===== config.mk =====
export PLATFORM = sky130hd
export DESIGN_NAME = rk_image_block_framer_top_flat
export DESIGN_NICKNAME = d
export VERILOG_FILES = /design/src/rtl/core/rkf_pkg.sv /design/src/rtl/core/rkf_in_if.sv /design/src/rtl/core/rkf_out_if.sv /design/src/rtl/core/rkf_front.sv /design/src/rtl/core/rkf_queue.sv /design/src/rtl/core/rkf_back.sv /design/src/rtl/core/rk_image_block_framer_top.sv /design/src/flat_wrapper.sv
export SDC_FILE = /design/constraint.sdc
export NUM_CORES = 1
export LEC_CHECK = 0
export BUFFER_PORTS_ARGS = -buffer_cell sky130_fd_sc_hd__buf_2
export CORE_MARGIN = 2
export CORE_UTILIZATION = 55
export CTS_BUF_LIST = sky130_fd_sc_hd__clkbuf_8 sky130_fd_sc_hd__clkbuf_16
export CTS_CLUSTER_DIAMETER = 40
export DETAILED_ROUTE_END_ITERATION = 16
export PLACE_DENSITY = 0.72
export SLEW_MARGIN = 15
export SYNTH_ARGS = -nofsm -noshare
export SYNTH_HDL_FRONTEND = slang
export SYNTH_SLANG_ARGS = --single-unit
export TNS_END_PERCENT = 10

===== constraint.sdc =====
create_clock -name clk -period 5 [get_ports clk]
set_clock_uncertainty 0.05 [all_clocks]
set_input_delay 1.25 -clock clk [delete_from_list [all_inputs] [get_ports clk]]
set_output_delay 1.25 -clock clk [all_outputs]
set_load 0.03 [all_outputs]

===== src/rtl/core/rkf_pkg.sv =====
// ----------------------------------------------------------------------------
// rkf_pkg
// shared types and constants of the image block framer
// ----------------------------------------------------------------------------
package rkf_pkg;

    localparam int HEADER_BYTES = 4;
    localparam int HDR_CNT_W    = 3;
    localparam int LEN_W        = 9;
    localparam int SLOTS        = 6;
    localparam int SLOT_W       = 3;
    localparam int QUEUE_DEPTH  = 4;
    localparam int QPTR_W       = 2;
    localparam int QCNT_W       = 3;

    localparam logic [7:0] BYTE_HEADER_TAG   = 8'h47;
    localparam logic [7:0] BYTE_BLOCK_END    = 8'h41;
    localparam logic [7:0] BYTE_BLOCK_OPEN   = 8'h4F;
    localparam logic [7:0] BYTE_STATUS_OK    = 8'h44;
    localparam logic [7:0] BYTE_STATUS_SHORT = 8'h02;

    localparam logic [1:0] KIND_FRAME  = 2'd0;
    localparam logic [1:0] KIND_DATA   = 2'd1;
    localparam logic [1:0] KIND_STATUS = 2'd2;

    typedef enum logic [1:0] {
        CMD_SHORT,
        CMD_HEADER,
        CMD_PAYLOAD
    } cmd_op_t;

    typedef struct packed {
        cmd_op_t          op;
        logic [7:0]       data;
        logic [7:0]       aux;
        logic [LEN_W-1:0] len;
        logic             open;
        logic             close;
        logic             fin;
    } cmd_t;

endpackage


===== src/rtl/core/rkf_in_if.sv =====
// ----------------------------------------------------------------------------
// rkf_in_if
// image byte request channel
// ----------------------------------------------------------------------------
interface rkf_in_if;

    logic       valid;
    logic       ready;
    logic [7:0] image_byte;
    logic       starts_image;

    modport source (output valid, output image_byte, output starts_image, input ready);
    modport sink (input valid, input image_byte, input starts_image, output ready);

endinterface


===== src/rtl/core/rkf_out_if.sv =====
// ----------------------------------------------------------------------------
// rkf_out_if
// host byte request channel
// ----------------------------------------------------------------------------
interface rkf_out_if;

    logic       valid;
    logic       ready;
    logic [7:0] out_byte;
    logic [1:0] byte_kind;
    logic       last_of_run;

    modport source (output valid, output out_byte, output byte_kind, output last_of_run,
                    input ready);
    modport sink (input valid, input out_byte, input byte_kind, input last_of_run,
                  output ready);

endinterface


===== src/rtl/core/rkf_front.sv =====
// ----------------------------------------------------------------------------
// rkf_front
// accepts image bytes, tracks header and block state, issues burst commands
// ----------------------------------------------------------------------------
module rkf_front #(
    parameter int BLOCK_BYTES = 256
) (
    input  logic          clk,
    input  logic          rst_n,
    input  logic          cfg_we,
    input  logic [15:0]   cfg_data,
    rkf_in_if.sink        image,
    input  logic          q_full,
    output logic          push,
    output rkf_pkg::cmd_t push_cmd
);
    import rkf_pkg::*;

    localparam int BR_W = $clog2(BLOCK_BYTES + 1);

    logic [15:0]          image_length_reg;
    logic [HDR_CNT_W-1:0] hdr_cnt_reg, hdr_cnt_next;
    logic [15:0]          pr_reg, pr_next;
    logic [BR_W-1:0]      br_reg, br_next;
    logic                 finished_reg, finished_next;
    logic [7:0]           hs_reg [0:HEADER_BYTES-1];

    logic                 accept;
    logic                 hs_we;
    logic [1:0]           hs_idx;
    logic [HDR_CNT_W-1:0] hdr_eff;
    logic                 fin_eff;
    logic [15:0]          load_addr, end_addr, span, avail, p_len;
    logic [BR_W-1:0]      blk_len, br_base;
    logic                 blk_open;

    assign image.ready = !q_full;
    assign accept      = image.valid && image.ready;

    assign load_addr = {hs_reg[0], hs_reg[1]};
    assign end_addr  = {hs_reg[2], image.image_byte};
    assign span      = end_addr - load_addr + 16'd1;
    assign avail     = image_length_reg - 16'(HEADER_BYTES);

    always_comb
    begin
        if (image_length_reg < 16'(HEADER_BYTES))
            p_len = 16'd0;
        else if (span > avail)
            p_len = avail;
        else
            p_len = span;
    end

    assign blk_open = (br_reg == '0);
    assign blk_len  = (pr_reg > 16'(BLOCK_BYTES)) ? BR_W'(BLOCK_BYTES) : pr_reg[BR_W-1:0];
    assign br_base  = blk_open ? blk_len : br_reg;

    always_comb
    begin
        hdr_cnt_next  = hdr_cnt_reg;
        pr_next       = pr_reg;
        br_next       = br_reg;
        finished_next = finished_reg;
        push          = 1'b0;
        push_cmd      = '{op: CMD_SHORT, data: '0, aux: '0, len: '0,
                          open: 1'b0, close: 1'b0, fin: 1'b0};
        hs_we         = 1'b0;
        hs_idx        = '0;
        hdr_eff       = image.starts_image ? '0 : hdr_cnt_reg;
        fin_eff       = image.starts_image ? 1'b0 : finished_reg;
        if (accept)
        begin
            hdr_cnt_next  = hdr_eff;
            finished_next = fin_eff;
            if (image.starts_image && image_length_reg < 16'(HEADER_BYTES))
            begin
                push          = 1'b1;
                push_cmd.op   = CMD_SHORT;
                push_cmd.fin  = 1'b1;
                finished_next = 1'b1;
            end
            else if (!fin_eff)
            begin
                if (hdr_eff != HDR_CNT_W'(HEADER_BYTES))
                begin
                    hs_we        = 1'b1;
                    hs_idx       = hdr_eff[1:0];
                    hdr_cnt_next = hdr_eff + 1'b1;
                    if (hdr_eff == HDR_CNT_W'(HEADER_BYTES - 1))
                    begin
                        push          = 1'b1;
                        push_cmd.op   = CMD_HEADER;
                        push_cmd.data = hs_reg[1];
                        push_cmd.aux  = hs_reg[0];
                        push_cmd.fin  = (p_len == 16'd0);
                        pr_next       = p_len;
                        br_next       = '0;
                        finished_next = (p_len == 16'd0);
                    end
                end
                else
                begin
                    push           = 1'b1;
                    push_cmd.op    = CMD_PAYLOAD;
                    push_cmd.data  = image.image_byte;
                    push_cmd.len   = LEN_W'(blk_len);
                    push_cmd.open  = blk_open;
                    push_cmd.close = (br_base == BR_W'(1));
                    push_cmd.fin   = (pr_reg == 16'd1);
                    br_next        = br_base - 1'b1;
                    pr_next        = pr_reg - 16'd1;
                    finished_next  = (pr_reg == 16'd1);
                end
            end
        end
    end

    always_ff @(posedge clk or negedge rst_n)
    begin
        if (!rst_n)
        begin
            image_length_reg <= '0;
            hdr_cnt_reg      <= '0;
            pr_reg           <= '0;
            br_reg           <= '0;
            finished_reg     <= 1'b1;
        end
        else
        begin
            if (cfg_we)
                image_length_reg <= cfg_data;
            hdr_cnt_reg  <= hdr_cnt_next;
            pr_reg       <= pr_next;
            br_reg       <= br_next;
            finished_reg <= finished_next;
        end
    end

    always_ff @(posedge clk)
    begin
        if (hs_we)
            hs_reg[hs_idx] <= image.image_byte;
    end

    a_idle_no_cmd: assert property (@(posedge clk) disable iff (!rst_n)
        (accept && !image.starts_image && finished_reg) |-> !push)
        else $error("command issued for a byte after the image end");

    a_short_done: assert property (@(posedge clk) disable iff (!rst_n)
        (push && push_cmd.op == CMD_SHORT) |=> finished_reg)
        else $error("short image did not finish");

    a_header_done: assert property (@(posedge clk) disable iff (!rst_n)
        (push && push_cmd.op == CMD_HEADER) |=> (hdr_cnt_reg == HDR_CNT_W'(HEADER_BYTES)))
        else $error("header burst issued before the header was complete");

endmodule


===== src/rtl/core/rkf_queue.sv =====
// ----------------------------------------------------------------------------
// rkf_queue
// short command queue between front and back
// ----------------------------------------------------------------------------
module rkf_queue (
    input  logic          clk,
    input  logic          rst_n,
    input  logic          push,
    input  rkf_pkg::cmd_t push_cmd,
    input  logic          pop,
    output logic          q_full,
    output logic          q_valid,
    output rkf_pkg::cmd_t head
);
    import rkf_pkg::*;

    cmd_t              entry_reg [0:QUEUE_DEPTH-1];
    logic [QPTR_W-1:0] wr_ptr_reg, wr_ptr_next;
    logic [QPTR_W-1:0] rd_ptr_reg, rd_ptr_next;
    logic [QCNT_W-1:0] count_reg, count_next;

    assign q_full  = (count_reg == QCNT_W'(QUEUE_DEPTH));
    assign q_valid = (count_reg != '0);
    assign head    = entry_reg[rd_ptr_reg];

    always_comb
    begin
        wr_ptr_next = push ? wr_ptr_reg + 1'b1 : wr_ptr_reg;
        rd_ptr_next = pop ? rd_ptr_reg + 1'b1 : rd_ptr_reg;
        count_next  = count_reg;
        if (push && !pop)
            count_next = count_reg + 1'b1;
        else if (pop && !push)
            count_next = count_reg - 1'b1;
    end

    always_ff @(posedge clk or negedge rst_n)
    begin
        if (!rst_n)
        begin
            wr_ptr_reg <= '0;
            rd_ptr_reg <= '0;
            count_reg  <= '0;
        end
        else
        begin
            wr_ptr_reg <= wr_ptr_next;
            rd_ptr_reg <= rd_ptr_next;
            count_reg  <= count_next;
        end
    end

    always_ff @(posedge clk)
    begin
        if (push)
            entry_reg[wr_ptr_reg] <= push_cmd;
    end

    a_no_overflow: assert property (@(posedge clk) disable iff (!rst_n)
        q_full |-> !push)
        else $error("push into a full queue");

    a_no_underflow: assert property (@(posedge clk) disable iff (!rst_n)
        pop |-> q_valid)
        else $error("pop from an empty queue");

endmodule


===== src/rtl/core/rkf_back.sv =====
// ----------------------------------------------------------------------------
// rkf_back
// expands queued commands into host bytes, one per cycle while the host is ready
// ----------------------------------------------------------------------------
module rkf_back (
    input  logic          clk,
    input  logic          rst_n,
    input  logic          q_valid,
    input  rkf_pkg::cmd_t head,
    output logic          pop,
    rkf_out_if.source     host
);
    import rkf_pkg::*;

    logic [SLOTS-1:0]  done_reg, done_next;
    logic              out_valid_reg, out_valid_next;
    logic [7:0]        out_byte_reg;
    logic [1:0]        byte_kind_reg;
    logic              last_reg;

    logic [SLOTS-1:0]  mask, pending, cur_bit;
    logic [SLOT_W-1:0] cur_idx;
    logic              last;
    logic              load;
    logic [7:0]        slot_byte [0:SLOTS-1];
    logic [1:0]        slot_kind [0:SLOTS-1];

    always_comb
    begin
        for (int i = 0; i < SLOTS; i++)
        begin
            slot_byte[i] = BYTE_BLOCK_END;
            slot_kind[i] = KIND_FRAME;
        end
        mask = '0;
        unique case (head.op)
            CMD_SHORT:
            begin
                mask         = 6'b000001;
                slot_byte[0] = BYTE_STATUS_SHORT;
                slot_kind[0] = KIND_STATUS;
            end
            CMD_HEADER:
            begin
                mask         = {1'b0, head.fin, 4'b1111};
                slot_byte[0] = BYTE_HEADER_TAG;
                slot_byte[1] = head.data;
                slot_byte[2] = head.aux;
                slot_byte[3] = BYTE_BLOCK_END;
                slot_byte[4] = BYTE_STATUS_OK;
                slot_kind[4] = KIND_STATUS;
            end
            CMD_PAYLOAD:
            begin
                mask         = {head.fin, head.close, 1'b1, head.open, head.open, head.open};
                slot_byte[0] = BYTE_BLOCK_OPEN;
                slot_byte[1] = head.len[7:0];
                slot_byte[2] = 8'(head.len[LEN_W-1:8]);
                slot_byte[3] = head.data;
                slot_kind[3] = KIND_DATA;
                slot_byte[4] = BYTE_BLOCK_END;
                slot_byte[5] = BYTE_STATUS_OK;
                slot_kind[5] = KIND_STATUS;
            end
            default:
            begin
                mask = 6'b000001;
            end
        endcase
    end

    assign pending = mask & ~done_reg;

    always_comb
    begin
        cur_idx = '0;
        for (int i = SLOTS - 1; i >= 0; i--)
        begin
            if (pending[i])
                cur_idx = SLOT_W'(i);
        end
    end

    assign cur_bit = SLOTS'(1) << cur_idx;
    assign last    = ((pending & ~cur_bit) == '0);
    assign load    = q_valid && (!out_valid_reg || host.ready);
    assign pop     = load && last;

    always_comb
    begin
        done_next      = done_reg;
        out_valid_next = out_valid_reg && !host.ready;
        if (load)
        begin
            out_valid_next = 1'b1;
            done_next      = last ? '0 : (done_reg | cur_bit);
        end
    end

    always_ff @(posedge clk or negedge rst_n)
    begin
        if (!rst_n)
        begin
            done_reg      <= '0;
            out_valid_reg <= 1'b0;
        end
        else
        begin
            done_reg      <= done_next;
            out_valid_reg <= out_valid_next;
        end
    end

    always_ff @(posedge clk)
    begin
        if (load)
        begin
            out_byte_reg  <= slot_byte[cur_idx];
            byte_kind_reg <= slot_kind[cur_idx];
            last_reg      <= last;
        end
    end

    assign host.valid       = out_valid_reg;
    assign host.out_byte    = out_byte_reg;
    assign host.byte_kind   = byte_kind_reg;
    assign host.last_of_run = last_reg;

    a_pop_on_last: assert property (@(posedge clk) disable iff (!rst_n)
        pop |=> (host.valid && host.last_of_run))
        else $error("command retired without a last byte");

    a_done_subset: assert property (@(posedge clk) disable iff (!rst_n)
        q_valid |-> ((done_reg & ~mask) == '0))
        else $error("slot tracking out of step with the head command");

endmodule


===== src/rtl/core/rk_image_block_framer_top.sv =====
// ----------------------------------------------------------------------------
// rk_image_block_framer_top
// frames a cassette-style image byte stream into host bytes
// ----------------------------------------------------------------------------
// image: request channel carrying one image byte and a start flag per
//   request; a set start flag begins a new image with that byte.
// host: request channel carrying one output byte, its kind and a flag on
//   the last byte caused by an image request.
// cfg_we / cfg_data: writes image_length; write only while idle.
// the front accepts one image request per cycle while its 4-entry command
// queue has room; requests that cause no byte take no queue entry.
// the back drains one host byte per cycle from its output register while
// the host is ready; an image request causes 0 to 6 host bytes: a payload
// byte inside an open block causes one, a block boundary up to 6.
// an accepted request's command is registered in the queue, then its first host byte in the output register.
// a host stall holds the output register; the queue then fills and the
// image channel drops ready.
// reset empties the queue and leaves the block idle until a start request;
// image_length resets to 0.
// ----------------------------------------------------------------------------
module rk_image_block_framer_top #(
    parameter int BLOCK_BYTES = 256
) (
    input  logic        clk,
    input  logic        rst_n,
    input  logic        cfg_we,
    input  logic [15:0] cfg_data,
    rkf_in_if.sink      image,
    rkf_out_if.source   host
);
    import rkf_pkg::*;

    logic push, pop, q_full, q_valid;
    cmd_t push_cmd, head;

    rkf_front #(
        .BLOCK_BYTES(BLOCK_BYTES)
    ) u_front (
        .clk      (clk),
        .rst_n    (rst_n),
        .cfg_we   (cfg_we),
        .cfg_data (cfg_data),
        .image    (image),
        .q_full   (q_full),
        .push     (push),
        .push_cmd (push_cmd)
    );

    rkf_queue u_queue (
        .clk      (clk),
        .rst_n    (rst_n),
        .push     (push),
        .push_cmd (push_cmd),
        .pop      (pop),
        .q_full   (q_full),
        .q_valid  (q_valid),
        .head     (head)
    );

    rkf_back u_back (
        .clk     (clk),
        .rst_n   (rst_n),
        .q_valid (q_valid),
        .head    (head),
        .pop     (pop),
        .host    (host)
    );

endmodule

===== src/flat_wrapper.sv =====
// flat-port wrapper written by rule: the top's interface ports become plain ports
module rk_image_block_framer_top_flat import rkf_pkg::*;
#(
    parameter int BLOCK_BYTES = 256
)
  (clk, rst_n, cfg_we, cfg_data, image_valid, image_image_byte, image_starts_image, image_ready, host_valid, host_out_byte, host_byte_kind, host_last_of_run, host_ready);
  rkf_in_if image_i ();
  rkf_out_if host_i ();
  input  logic clk;
  input  logic rst_n;
  input  logic cfg_we;
  input  logic [15:0] cfg_data;
  input wire logic [$bits(image_i.valid)-1:0] image_valid;
  input wire logic [$bits(image_i.image_byte)-1:0] image_image_byte;
  input wire logic [$bits(image_i.starts_image)-1:0] image_starts_image;
  output wire logic [$bits(image_i.ready)-1:0] image_ready;
  output wire logic [$bits(host_i.valid)-1:0] host_valid;
  output wire logic [$bits(host_i.out_byte)-1:0] host_out_byte;
  output wire logic [$bits(host_i.byte_kind)-1:0] host_byte_kind;
  output wire logic [$bits(host_i.last_of_run)-1:0] host_last_of_run;
  input wire logic [$bits(host_i.ready)-1:0] host_ready;
  assign image_i.valid = image_valid;
  assign image_i.image_byte = image_image_byte;
  assign image_i.starts_image = image_starts_image;
  assign image_ready = image_i.ready;
  assign host_valid = host_i.valid;
  assign host_out_byte = host_i.out_byte;
  assign host_byte_kind = host_i.byte_kind;
  assign host_last_of_run = host_i.last_of_run;
  assign host_i.ready = host_ready;
  rk_image_block_framer_top #(.BLOCK_BYTES(BLOCK_BYTES)) u_core (.clk(clk), .rst_n(rst_n), .cfg_we(cfg_we), .cfg_data(cfg_data), .image(image_i), .host(host_i));
endmodule

---- Word level (Yosys, flattened, before mapping) ----
Memories as Yosys holds them, arrays and structs flattened.
Cells that the tools add are included.
storage, ports and cells
  flip-flop bits (word level) ............. 70
  RAM bits ................................ 152
  output and inout bits ................... 13
  logic and storage cells ................. 133
  memories ................................ 2
memory list
  memory                    words  width  rd ports  clocked after Yosys merged registers in  write ports  line             text
  u_core.u_queue.entry_reg  4      30     1         0                                        1            rkf_queue.sv:17  cmd_t entry_reg [0:QUEUE_DEPTH-1];
  u_core.u_front.hs_reg     4      8      3         0                                        1            rkf_front.sv:26  logic [7:0] hs_reg [0:HEADER_BYTES-1];
operators by class
  $add $sub $neg .......................... 10
  order comparisons ....................... 4
  equal/unequal tests ..................... 8
  shift operators ......................... 1
  mux-type cells .......................... 67
  bitwise logic cells ..................... 8
  reductions and logical operators ........ 20
operators by type and width
  kind                                                            number
  two-way mux 16 bit                                              4
  case mux 32 bit (2 select lines)                                1
  two-way mux 30 bit                                              2
  two-way mux 3 bit                                               13
  two-way mux 9 bit                                               4
  two-way mux 27 bit                                              1
  binary-select mux 8 bit (select 3 bit)                          1
  two-way mux 8 bit                                               3
  two-way mux 1 bit                                               21
  case mux 7 bit (3 select lines)                                 1
  two-way mux 2 bit                                               10
  two-way mux 17 bit                                              1
  adder 16 x 1 -> 16 bit, second input constant                   1
  equality test 16 x 1 -> 1 bit, second input constant            1
  greater-than comparator 16 bit                                  1
  greater-than comparator 16 x 9 -> 1 bit, second input constant  1
  zero test 16 bit                                                1
  less-than comparator 16 x 3 -> 1 bit, second input constant     1
  subtractor 16 x 1 -> 16 bit, second input constant              1
  subtractor 16 bit                                               1
  subtractor 16 x 3 -> 16 bit, second input constant              1
  bitwise AND 6 bit                                               2
  inverter 6 bit                                                  2
  case mux 6 bit (2 select lines)                                 1
  29 further kinds                                                42

---- Longest topological paths before layout ----
Gate-level depths: netlist (run 1).
An unclocked memory read counts as a cell.
  depth in word-level cells ............... 18
  gate-level depth with buffers ........... 21
  gate-level depth less buffers ........... 20

---- Cells and area by module ----
Synthesis (run 1) repeated with hierarchy kept, for this count alone.
second synthesis, totals
  cell total of the unflattened synthesis .. 944
  area total of the unflattened synthesis .. 11549.8 um^2
modules (own cells, without submodules)
  module     instances  cells each  area an instance (um^2)
  rkf_front  1          611         5386.4
  rkf_queue  1          191         4764.6
  rkf_back   1          142         1398.8

---- Least setup slack after synthesis (run 1) ----
Ideal clock, no wire load.
  path kind ............................... in2reg
  start ................................... input port image_image_byte[2]
  end ..................................... memory u_core.u_queue.entry_reg[0][0] (netlist name), data pin
  data arrival time ....................... 5.465 ns
  required time ........................... 4.672 ns
  setup slack ............................. -0.793 ns
  stages .................................. 18
  buffers on the path ..................... 0
  cell sequence ........................... ha_1 -> ha_1 -> a211oi_1 -> o21ai_0 -> a311o_1 -> o31ai_1 -> xor2_1 -> inv_1 -> ha_1 -> nand4_1 -> nor4_1 -> a21boi_0 -> o31a_1 -> a21oi_1 -> o41ai_1 -> nor4_2 -> o21ai_0 -> a21oi_1
RTL lines
  item                line                text
  start: declaration  flat_wrapper.sv:14  input wire logic [$bits(image_i.image_byte)-1:0] image_image_byte;
  end: declaration    rkf_queue.sv:17

==> results of run 1 <==
placed cells by master (no fill, tap or decap), types with 11 or more instances in the layout:
cell	count
a21oi_1	58
mux2_2	15
nand2_1	70
edfxtp_1	155
mux4_2	30
xor2_1	14
ha_1	55
nor2_1	63
xnor2_1	14
dfrtp_1	57
clkbuf_16	31
o21ai_0	54
buf_4	87
buf_2	41
inv_1	50
a22o_1	15
nor3_1	31
o22ai_1	11
and2_1	26
synthesized netlist by cell type, drive strengths merged, types with 9 or more instances:
master,n
a211oi,12
a21oi,60
a22o,15
and2,26
clkbuf,37
dfrtp,58
edfxtp,155
ha,63
inv,53
mux2,15
mux4,30
nand2,71
nand4,9
nor2,63
nor3,35
nor4,14
o211ai,9
o21ai,61
o22ai,11
xnor2,14
xor2,14
layer usage:
layer  vias to the layer above  track usage [%]
li1                       3941                -
met3                        72             3.53
met5                         -                0
met4                         2             8.95
met1                      4057             32.2
met2                       250             42.5
cells by family after synthesis:
logic type / count (synthesis)
buf+inv: 98
simple gates: 282
fa+ha+maj: 65
xor+xnor: 28
flops: 214
mux: 51
compound gates: 231
where the power goes:
part / internal, mW / switching [mW] / total [mW]
Sequential: 2.23 / 0.276 / 2.51
Clock: 1.32 / 0.890 / 2.21
Combinational: 1.39 / 1.84 / 3.23
Total: 4.95 / 3.01 / 7.95
worst register-to-register path, cell delays in order, from the launching register on:
cell	delay, ps
edfxtp_1	380
inv_1	80
ha_1	230
ha_1	380
a21o_1	220
a31oi_1	320
a21boi_0	210
or3_4	400
and2_1	170
ha_1	300
nand4_1	170
nor4_2	340
a21boi_2	240
o31a_1	210
buf_4	140
a21oi_1	60
o41ai_4	440
nor4_4	110
o21ai_1	170
a21oi_2	100
worst paths after layout:
path | startpoint | endpoint | slack [ps] | cells past startpoint
worst max-delay path | image_image_byte[3] | u_core.u_queue.entry_reg[3][0]$_DFFE_PP_ | -110 | 20
worst min-delay path | u_core.u_queue.count_reg[2]$_DFFE_PN0P_ | u_core.u_queue.count_reg[2]$_DFFE_PN0P_ | 450 | 1
worst max register to register | u_core.u_front.hs_reg[0][2]$_DFFE_PP_ | u_core.u_queue.entry_reg[3][0]$_DFFE_PP_ | 10 | 19
worst min register to register | u_core.u_queue.count_reg[2]$_DFFE_PN0P_ | u_core.u_queue.count_reg[2]$_DFFE_PN0P_ | 450 | 1
max in group asynchronous | rst_n | u_core.u_front.finished_reg$_DFFE_PN1P_ | 3280 | 2
min in group asynchronous | rst_n | u_core.u_back.done_reg[4]$_DFFE_PN0P_ | 670 | 1
area by class of cell:
class,count,share of cell area (%)
inverter,53,1.47
tap,270,2.43
timing repair buffer,130,6.37
sequential,214,44.1
multi-input combinational,657,37.7
clock inverter,25,2.10
clock buffer,33,5.78
metrics by stage:
step                setup WS (ps)  cell area (um2)  cells
floorplan                    -187            11700    969
global placement             -610            12600   1313
detailed placement           -856            12600   1313
CTS                         -40.0            13900   1378
global route                 -365            13900   1382
finish                       -111            13900   1382
what timing repair did:
action | CTS | global route
setup endpoints to repair | 5 | 13
pin swaps | 28 | 19
setup buffers | 7 | 5
gates resized for setup | 18 | 5
==> impl_metrics.json, run 1 <==
{
  "status": "finished with violations",
  "violations": "setup timing",
  "critPathKind": "input pin to flip-flop",
  "worstPathMaxFanout": 4,
  "die-height_um": 149,
  "path_delay_family": "compound AO/OA/AOI/OAI gates",
  "grt_pass1_wl_mm": 43.0,
  "synth.distinct_cells": 80,
  "dr.pass1.iters": 7,
  "synth_compound_area_share_pct": 13.1,
  "viasPerCell": 6.02,
  "numCtsBuffers": 31,
  "worstMarginPinSlew_ps": 978,
  "die_w_um": 149,
  "cts_tree": "built",
  "ys_warn_count": 0,
  "cp_data_arrival_time_ps": 5350,
  "p_leak_nw": 5.40,
  "fill_cells": 1484,
  "max_slew_margin_pct": 34.5,
  "regArea_um2": 6130,
  "num_rows": 52,
  "hp-class": "flip-flop to flip-flop",
  "start_kind": "input pin",
  "slew_viol_final": 0,
  "num-nets-final": 1182,
  "ios": 43,
  "crit_chain": "buf_2 -> ha_1 -> ha_4 -> o21ai_2 -> o21ai_2 -> buf_4 -> a41o_1 -> or3_4 -> and2_1 -> ha_1 -> nand4_1 -> nor4_2 -> a21boi_2 -> o31a_1 -> buf_4 -> a21oi_1 -> o41ai_4 -> nor4_4 -> o21ai_1 -> a21oi_2",
  "hold_slack_ps": 449,
  "finalSetupViolations": 5,
  "fp.coreArea_um2": 20400,
  "multiInputGateArea_um2": 5240,
  "wire_per_inst_um": 19.3,
  "clk_latency_ps": 560,
  "portBuffers": 42,
  "antenna_cells": 0,
  "grt_max_degree": 33,
  "postLayoutSetupSlackWorst_ps": -111,
  "setup_tns_ps": -486,
  "largest_reg_flops": 120,
  "antenna_found_initial": 1,
  "syn_nets": 1064,
  "synth_seq_cells": 214,
  "dr_wl_met2_mm": 13.3,
  "synthAdderAreaFrac_pct": 7.20,
  "ant_nets": 0,
  "synthCells": 969,
  "cts.sinks": 214,
  "synth-simple-area-share_pct": 13.1,
  "synth-xor-area-share_pct": 2.13,
  "fmax_ghz": 0.196,
  "critPathRequiredTime_ps": 5240,
  "gp_congestion": 0.850,
  "synthToLayoutAreaGrowth_pct": 20.8,
  "clk_pin_slew_ps": 60,
  "total_power_mw": 7.95,
  "critical_path.endpoint_type": "flip-flop",
  "wl_met3_mm": 1.24,
  "overflow": 0,
  "cts-root-buf": "clkbuf_16",
  "grt_usage_pct": 24.7,
  "yosysTopAreaCell": "edfxtp_1",
  "m1WireLength_mm": 11.1,
  "cts_hold_repair.buffers": 0,
  "initial_core_util_pct": 56.5,
  "synthesis.area_um2": 11500,
  "fin_crit_sh_pct": 102,
  "ys.flop_type": "edfxtp_1",
  "synth-edff-count": 155,
  "grt_pass1_vias": 8283,
  "die-area_um2": 22100,
  "wl_mm": 26.6,
  "hold_violations": 0,
  "ys_seq_area_share_pct": 53.3,
  "synth.avg_cell_area_um2": 11.9,
  "synth_top_family_by_area": "compound AO/OA/AOI/OAI gates",
  "ys_async_sr_fraction_pct": 27.6,
  "cts_max_level": 1,
  "fin_util_pct": 68.2,
  "routed.top_layer": "met5",
  "dp_hpwl_mm": 18.8,
  "power_density_nw_per_um2": 572,
  "clock_path_buffers": 3,
  "peakVddDrop_v": 0.000415,
  "drv_cap": 0,
  "synthMuxAreaShare_pct": 7.86,
  "min_period_ps": 5110,
  "cpPeakStageDelay_ps": 440,
  "drive_gt1_share_pct": 26.1,
  "num_vias": 8322,
  "cp_slowest_cell": "o41ai_4",
  "synth_area_leaders": "edfxtp_1 40%, dfrtp_1 13%, ha_1 6.9%, mux4_2 5.9%, a21oi_1 2.6%",
  "rsz0062_at_grt": "true",
  "yosysTopAreaCellShare_pct": 40.4,
  "drt-initial-drc-count": 583,
  "path_buf_inv": 3,
  "route.detailed.drc": 0
}
Note: power is estimated with default switching activity, not from simulation.
==> run 2: changes to the inputs <==
PLACE_DENSITY = 0.69   (was 0.72)
REMOVE_ABC_BUFFERS = 1   (was unset)
clock period = 6.5 ns   (was 5 ns; I/O delays follow)
==> impl_metrics.json, run 2 (synthesis gave the netlist of run 1 again) <==
{
  "dr.pass1.iters": 5,
  "min_period_ps": 6030,
  "drt-initial-drc-count": 589,
  "wire_per_inst_um": 19.3,
  "clock_path_buffers": 3,
  "clk_pin_slew_ps": 60,
  "pre_cts_ws_ps": -326,
  "slew_viol_final": 0,
  "num-nets-final": 1127,
  "worstPathMaxFanout": 4,
  "fin_crit_sh_pct": 92.7,
  "crit_chain": "buf_2 -> inv_1 -> ha_1 -> inv_1 -> ha_1 -> a211oi_2 -> o21ai_0 -> a311o_1 -> o31ai_1 -> xor2_1 -> inv_1 -> ha_1 -> nand4_1 -> nor4_2 -> a21boi_1 -> buf_4 -> o31ai_1 -> o31ai_1 -> o211ai_1 -> nor4_2 -> o21ai_0 -> a21oi_2",
  "max_slew_margin_pct": 45.2,
  "die-height_um": 149,
  "grt_pass1_vias": 7831,
  "die-area_um2": 22100,
  "hold_violations": 0,
  "route.detailed.drc": 0,
  "fp.coreArea_um2": 20400,
  "ant_nets": 0,
  "fill_cells": 1568,
  "dp.cells": 1269,
  "instances_no_fill": 1327,
  "peakVddDrop_v": 0.000240,
  "min_to": "u_core.u_queue.count_reg[2]$_DFFE_PN0P_",
  "viasPerCell": 6.03,
  "grt_usage_pct": 23.7,
  "p_leak_nw": 5.07,
  "start_kind": "input pin",
  "cp_slowest_cell": "a311o_1",
  "die_w_um": 149,
  "power_density_nw_per_um2": 442,
  "fin_area_um2": 13200,
  "cp_data_arrival_time_ps": 6350,
  "layout.cells.most_common": "edfxtp_1",
  "holdCritStartpoint": "u_core.u_queue.count_reg[2]$_DFFE_PN0P_",
  "post_cts_buffers": 0,
  "initial_core_util_pct": 56.5,
  "critical_path.endpoint_type": "flip-flop",
  "critPathRequiredTime_ps": 6820,
  "r2r-end": "u_core.u_queue.entry_reg[0][0]$_DFFE_PP_",
  "ios": 43,
  "critPathKind": "input pin to flip-flop",
  "r2r_slack_ps": 1260,
  "cts_max_level": 1,
  "hold_slack_ps": 442,
  "portBuffers": 42,
  "placed_cell_area_um2": 12100,
  "hp-class": "flip-flop to flip-flop",
  "num_rows": 52,
  "largest_reg_flops": 120,
  "r2r_start": "u_core.u_front.hs_reg[1][2]$_DFFE_PP_",
  "gp_congestion": 0.934,
  "postLayoutSetupSlackWorst_ps": 474,
  "fmax_ghz": 0.166,
  "numCtsBuffers": 31,
  "cts.sinks": 214,
  "wl_mm": 25.6,
  "hold_depth": 1,
  "rsz0062_at_grt": "false",
  "clk_latency_ps": 540,
  "cts_hold_repair.buffers": 0,
  "cts-root-buf": "clkbuf_16",
  "dp_hpwl_mm": 17.9,
  "antenna_found_initial": 0,
  "cts_tree": "built",
  "critPathLaunch": "image_image_byte[1]",
  "num_vias": 8003,
  "final_cell_mix": "155 x edfxtp_1, 70 x nand2_1, 63 x nor2_1, 63 x ha_1, 59 x o21ai_0",
  "cpPeakStageDelay_ps": 380,
  "ff2ff_path_depth": 20,
  "overflow": 0,
  "finalSetupViolations": 0,
  "grt_pass1_wl_mm": 41.2,
  "drive_gt1_share_pct": 19.1,
  "postCtsResizedCells": 0,
  "fin_util_pct": 64.8,
  "synthToLayoutAreaGrowth_pct": 14.7,
  "status": "completed",
  "grt_max_degree": 60,
  "drv_cap": 0,
  "worstMarginPinSlew_ps": 822
}
run 2: cell type report:
class	count	area (um2)	area share, %
clock buffers	31	776	5.88
clock inverters	26	268	2.03
multi-input cells	657	5020	38.0
diodes	1	2.50	0.0190
flip-flops and latches	214	6130	46.5
repair buffers	75	458	3.47
inverters	53	199	1.51
well taps	270	338	2.56
run 2: worst max path at each step:
stage	endpoint	slack [ps]	cells past startpoint
5_1_grt	u_core.u_queue.entry_reg[2][0]$_DFFE_PP_	90	22
2_1_floorplan	u_core.u_queue.entry_reg[0][0]$_DFFE_PP_	-30	18
6_report	u_core.u_queue.entry_reg[0][0]$_DFFE_PP_	470	22
4_1_cts	u_core.u_queue.entry_reg[2][0]$_DFFE_PP_	210	22
3_3_place_gp	u_core.u_front.finished_reg$_DFFE_PN1P_	-1	20
3_5_place_dp	u_core.u_queue.entry_reg[0][0]$_DFFE_PP_	-330	22
run 2: metrics by stage:
step | total power, mW | TNS [ps]
final | 5.83 | 0
after global routing | 6.20 | 0
after CTS | 5.85 | 0
after detailed placement | 4.21 | -1580
after global placement | 4.19 | -0.965
after floorplan | 3.57 | -132
run 2: routing by layer:
| metal | GRT usage (%) | wire, um | vias up | part of all wire (%) |
|---|---|---|---|---|
| met5 | 0 | 0 | - | 0 |
| met3 | 3.10 | 1140 | 52 | 4.5 |
| met1 | 31.7 | 11000 | 3914 | 43 |
| met2 | 39.3 | 12400 | 224 | 48 |
| met4 | 10.1 | 1050 | 0 | 4.1 |
| li1 | - | - | 3813 | - |
run 2: power breakdown:
part	switching [mW]	total, mW	internal, mW
logic	1.33	2.26	0.929
clock network	0.673	1.62	0.949
registers	0.234	1.95	1.72
total	2.24	5.83	3.60
run 2: worst max-delay path: cells and delay by family:
kind,cells,cell delay [ps]
buf+inv,5,440
xor+xnor,1,260
compound gates,10,2410
fa+ha+maj,3,780
simple gates,3,820
==> run 3: changes to the inputs <==
clock period = 7.1 ns   (was 6.5 ns; I/O delays follow)
==> impl_metrics.json, run 3 (synthesis gave the netlist of run 1 again) <==
{
  "status": "completed",
  "final_cell_mix": "155 x edfxtp_1, 70 x nand2_1, 63 x nor2_1, 63 x ha_1, 60 x o21ai_0",
  "slew_viol_final": 0,
  "ff2ff_path_depth": 19,
  "cp_data_arrival_time_ps": 6730,
  "pre_cts_ws_ps": -5.72,
  "rsz0062_at_grt": "false",
  "worstMarginPinSlew_ps": 839,
  "drv_cap": 0,
  "cts_hold_repair.buffers": 0,
  "dp_hpwl_mm": 18.1,
  "drive_gt1_share_pct": 18.1,
  "num_rows": 52,
  "hold_violations": 0,
  "r2r_slack_ps": 1540,
  "cts_tree": "built",
  "start_kind": "input pin",
  "cts_max_level": 1,
  "p_leak_nw": 5.04,
  "wire_per_inst_um": 19.5,
  "worstSetupEndpoint": "u_core.u_queue.entry_reg[3][0]$_DFFE_PP_",
  "crit_chain": "buf_2 -> ha_1 -> ha_1 -> a211oi_1 -> o21ai_0 -> a311o_1 -> o31ai_1 -> xor2_1 -> inv_1 -> ha_1 -> nand4_1 -> nor4_1 -> a21boi_1 -> o31a_1 -> a21oi_1 -> o41ai_1 -> nor4_2 -> o21ai_0 -> a21oi_1",
  "layout.cells.most_common": "edfxtp_1",
  "critPathRequiredTime_ps": 7320,
  "finalSetupViolations": 0,
  "cts.sinks": 214,
  "critPathKind": "input pin to flip-flop",
  "fin_crit_sh_pct": 91.7,
  "hp-class": "flip-flop to flip-flop",
  "die_w_um": 149,
  "clk_latency_ps": 550,
  "clk_pin_slew_ps": 60,
  "numCtsBuffers": 31,
  "r2r-end": "u_core.u_queue.entry_reg[3][0]$_DFFE_PP_",
  "power_density_nw_per_um2": 411,
  "path_delay_family": "compound AO/OA/AOI/OAI gates",
  "r2r_start": "u_core.u_front.hs_reg[1][2]$_DFFE_PP_",
  "cts-root-buf": "clkbuf_16",
  "path_buf_inv": 2,
  "wl_mm": 25.6,
  "die-height_um": 149,
  "cpPeakStageDelay_ps": 570,
  "grt_pass1_wl_mm": 42.2,
  "cp_slowest_cell": "o41ai_1",
  "peakVddDrop_v": 0.000237,
  "ant_nets": 0,
  "initial_core_util_pct": 56.5,
  "antenna_cells": 0,
  "antenna_found_initial": 0,
  "largest_reg_flops": 120,
  "total_power_mw": 5.39,
  "synthToLayoutAreaGrowth_pct": 14.0,
  "cpMostUsedCell": "ha_1",
  "die-area_um2": 22100,
  "overflow": 0,
  "route.detailed.drc": 0,
  "setup_tns_ps": 0,
  "fp.coreArea_um2": 20400,
  "ios": 43,
  "dp.cells": 1257,
  "critPathLaunch": "image_image_byte[2]",
  "drt-initial-drc-count": 525,
  "grt_usage_pct": 24.3,
  "postLayoutSetupSlackWorst_ps": 588,
  "worstPathMaxFanout": 8,
  "grt_max_degree": 60,
  "dr.pass1.iters": 5,
  "portBuffers": 42,
  "num_vias": 7981,
  "gp_congestion": 0.916,
  "max_slew_margin_pct": 44.1,
  "cp.depth": 19,
  "fmax_ghz": 0.154,
  "grt_pass1_vias": 7857,
  "num-nets-final": 1116,
  "clock_path_buffers": 3,
  "critical_path.endpoint_type": "flip-flop",
  "viasPerCell": 6.06,
  "min_period_ps": 6510,
  "instances_no_fill": 1316
}
run 3: changes by cell type in the layout (fill, tap and decap cells not counted), sizes merged:
cell,before,now
diode,1,0
clkinvlp,5,2
buf,75,64
clkinv,10,11
bufinv,1,3
inv,63,64
run 3: worst min-delay path by stage:
stage | startpoint | to | cells past startpoint
final | u_core.u_back.done_reg[5]$_DFFE_PN0P_ | u_core.u_back.done_reg[5]$_DFFE_PN0P_ | 2
after detailed placement | u_core.u_back.done_reg[5]$_DFFE_PN0P_ | u_core.u_back.done_reg[5]$_DFFE_PN0P_ | 2
after global placement | u_core.u_queue.count_reg[2]$_DFFE_PN0P_ | u_core.u_queue.count_reg[2]$_DFFE_PN0P_ | 1
after CTS | u_core.u_back.done_reg[5]$_DFFE_PN0P_ | u_core.u_back.done_reg[5]$_DFFE_PN0P_ | 2
after floorplan | u_core.u_back.done_reg[5]$_DFFE_PN0P_ | u_core.u_back.done_reg[5]$_DFFE_PN0P_ | 2
after global routing | u_core.u_back.done_reg[5]$_DFFE_PN0P_ | u_core.u_back.done_reg[5]$_DFFE_PN0P_ | 2
run 3: layout make-up:
cell class	count	area (um2)
sequential	214	6130
inverter	53	199
multi-input combinational	657	5000
tap	270	338
timing repair buffer	64	375
fill	1547	7240
clock inverter	27	302
clock buffer	31	776
run 3: worst reg2reg max path, stage by stage (launching register included):
cell and delay [ps]:
edfxtp_1 400, inv_1 80, ha_1 250, ha_1 300, a211oi_1 370, o21ai_0 310, a311o_1 410, o31ai_1 280
xor2_1 230, inv_1 70, ha_1 270, nand4_1 130, nor4_1 370, a21boi_1 280, o31a_1 330, a21oi_1 80
o41ai_1 570, nor4_2 150, o21ai_0 200, a21oi_1 150
run 3: where the power goes:
group	switching (mW)	leakage, nW	internal (mW)
logic	1.24	2.37	0.832
clock network	0.612	0.528	0.938
registers	0.203	2.15	1.57
total	2.05	5.04	3.34
run 3: timing repair:
action                     in CTS  in global routing
buffers inserted                0                  1
gates resized for setup         0                  1
setup endpoints to repair       0                  4
run 3: per-stage QoR:
stage / hold slack (ps) / instance area (um2) / utilization (%)
2_1_floorplan: 406 / 11300 / -
3_3_place_gp: 428 / 12000 / 59.1
3_5_place_dp: 440 / 12000 / 59.1
4_1_cts: 454 / 13100 / 64.4
5_1_grt: 477 / 13100 / 64.4
6_report: 450 / 13100 / 64.4
run 3: layer usage:
metal | wire length [um] | track usage, % | part of all wire [%] | vias to the layer above
met3 | 1210 | 3.25 | 4.7 | 49
met2 | 12500 | 40.6 | 49 | 235
met5 | 0 | 0 | 0 | -
met1 | 11000 | 33.1 | 43 | 3899
li1 | - | - | - | 3798
met4 | 933 | 8.48 | 3.6 | 0
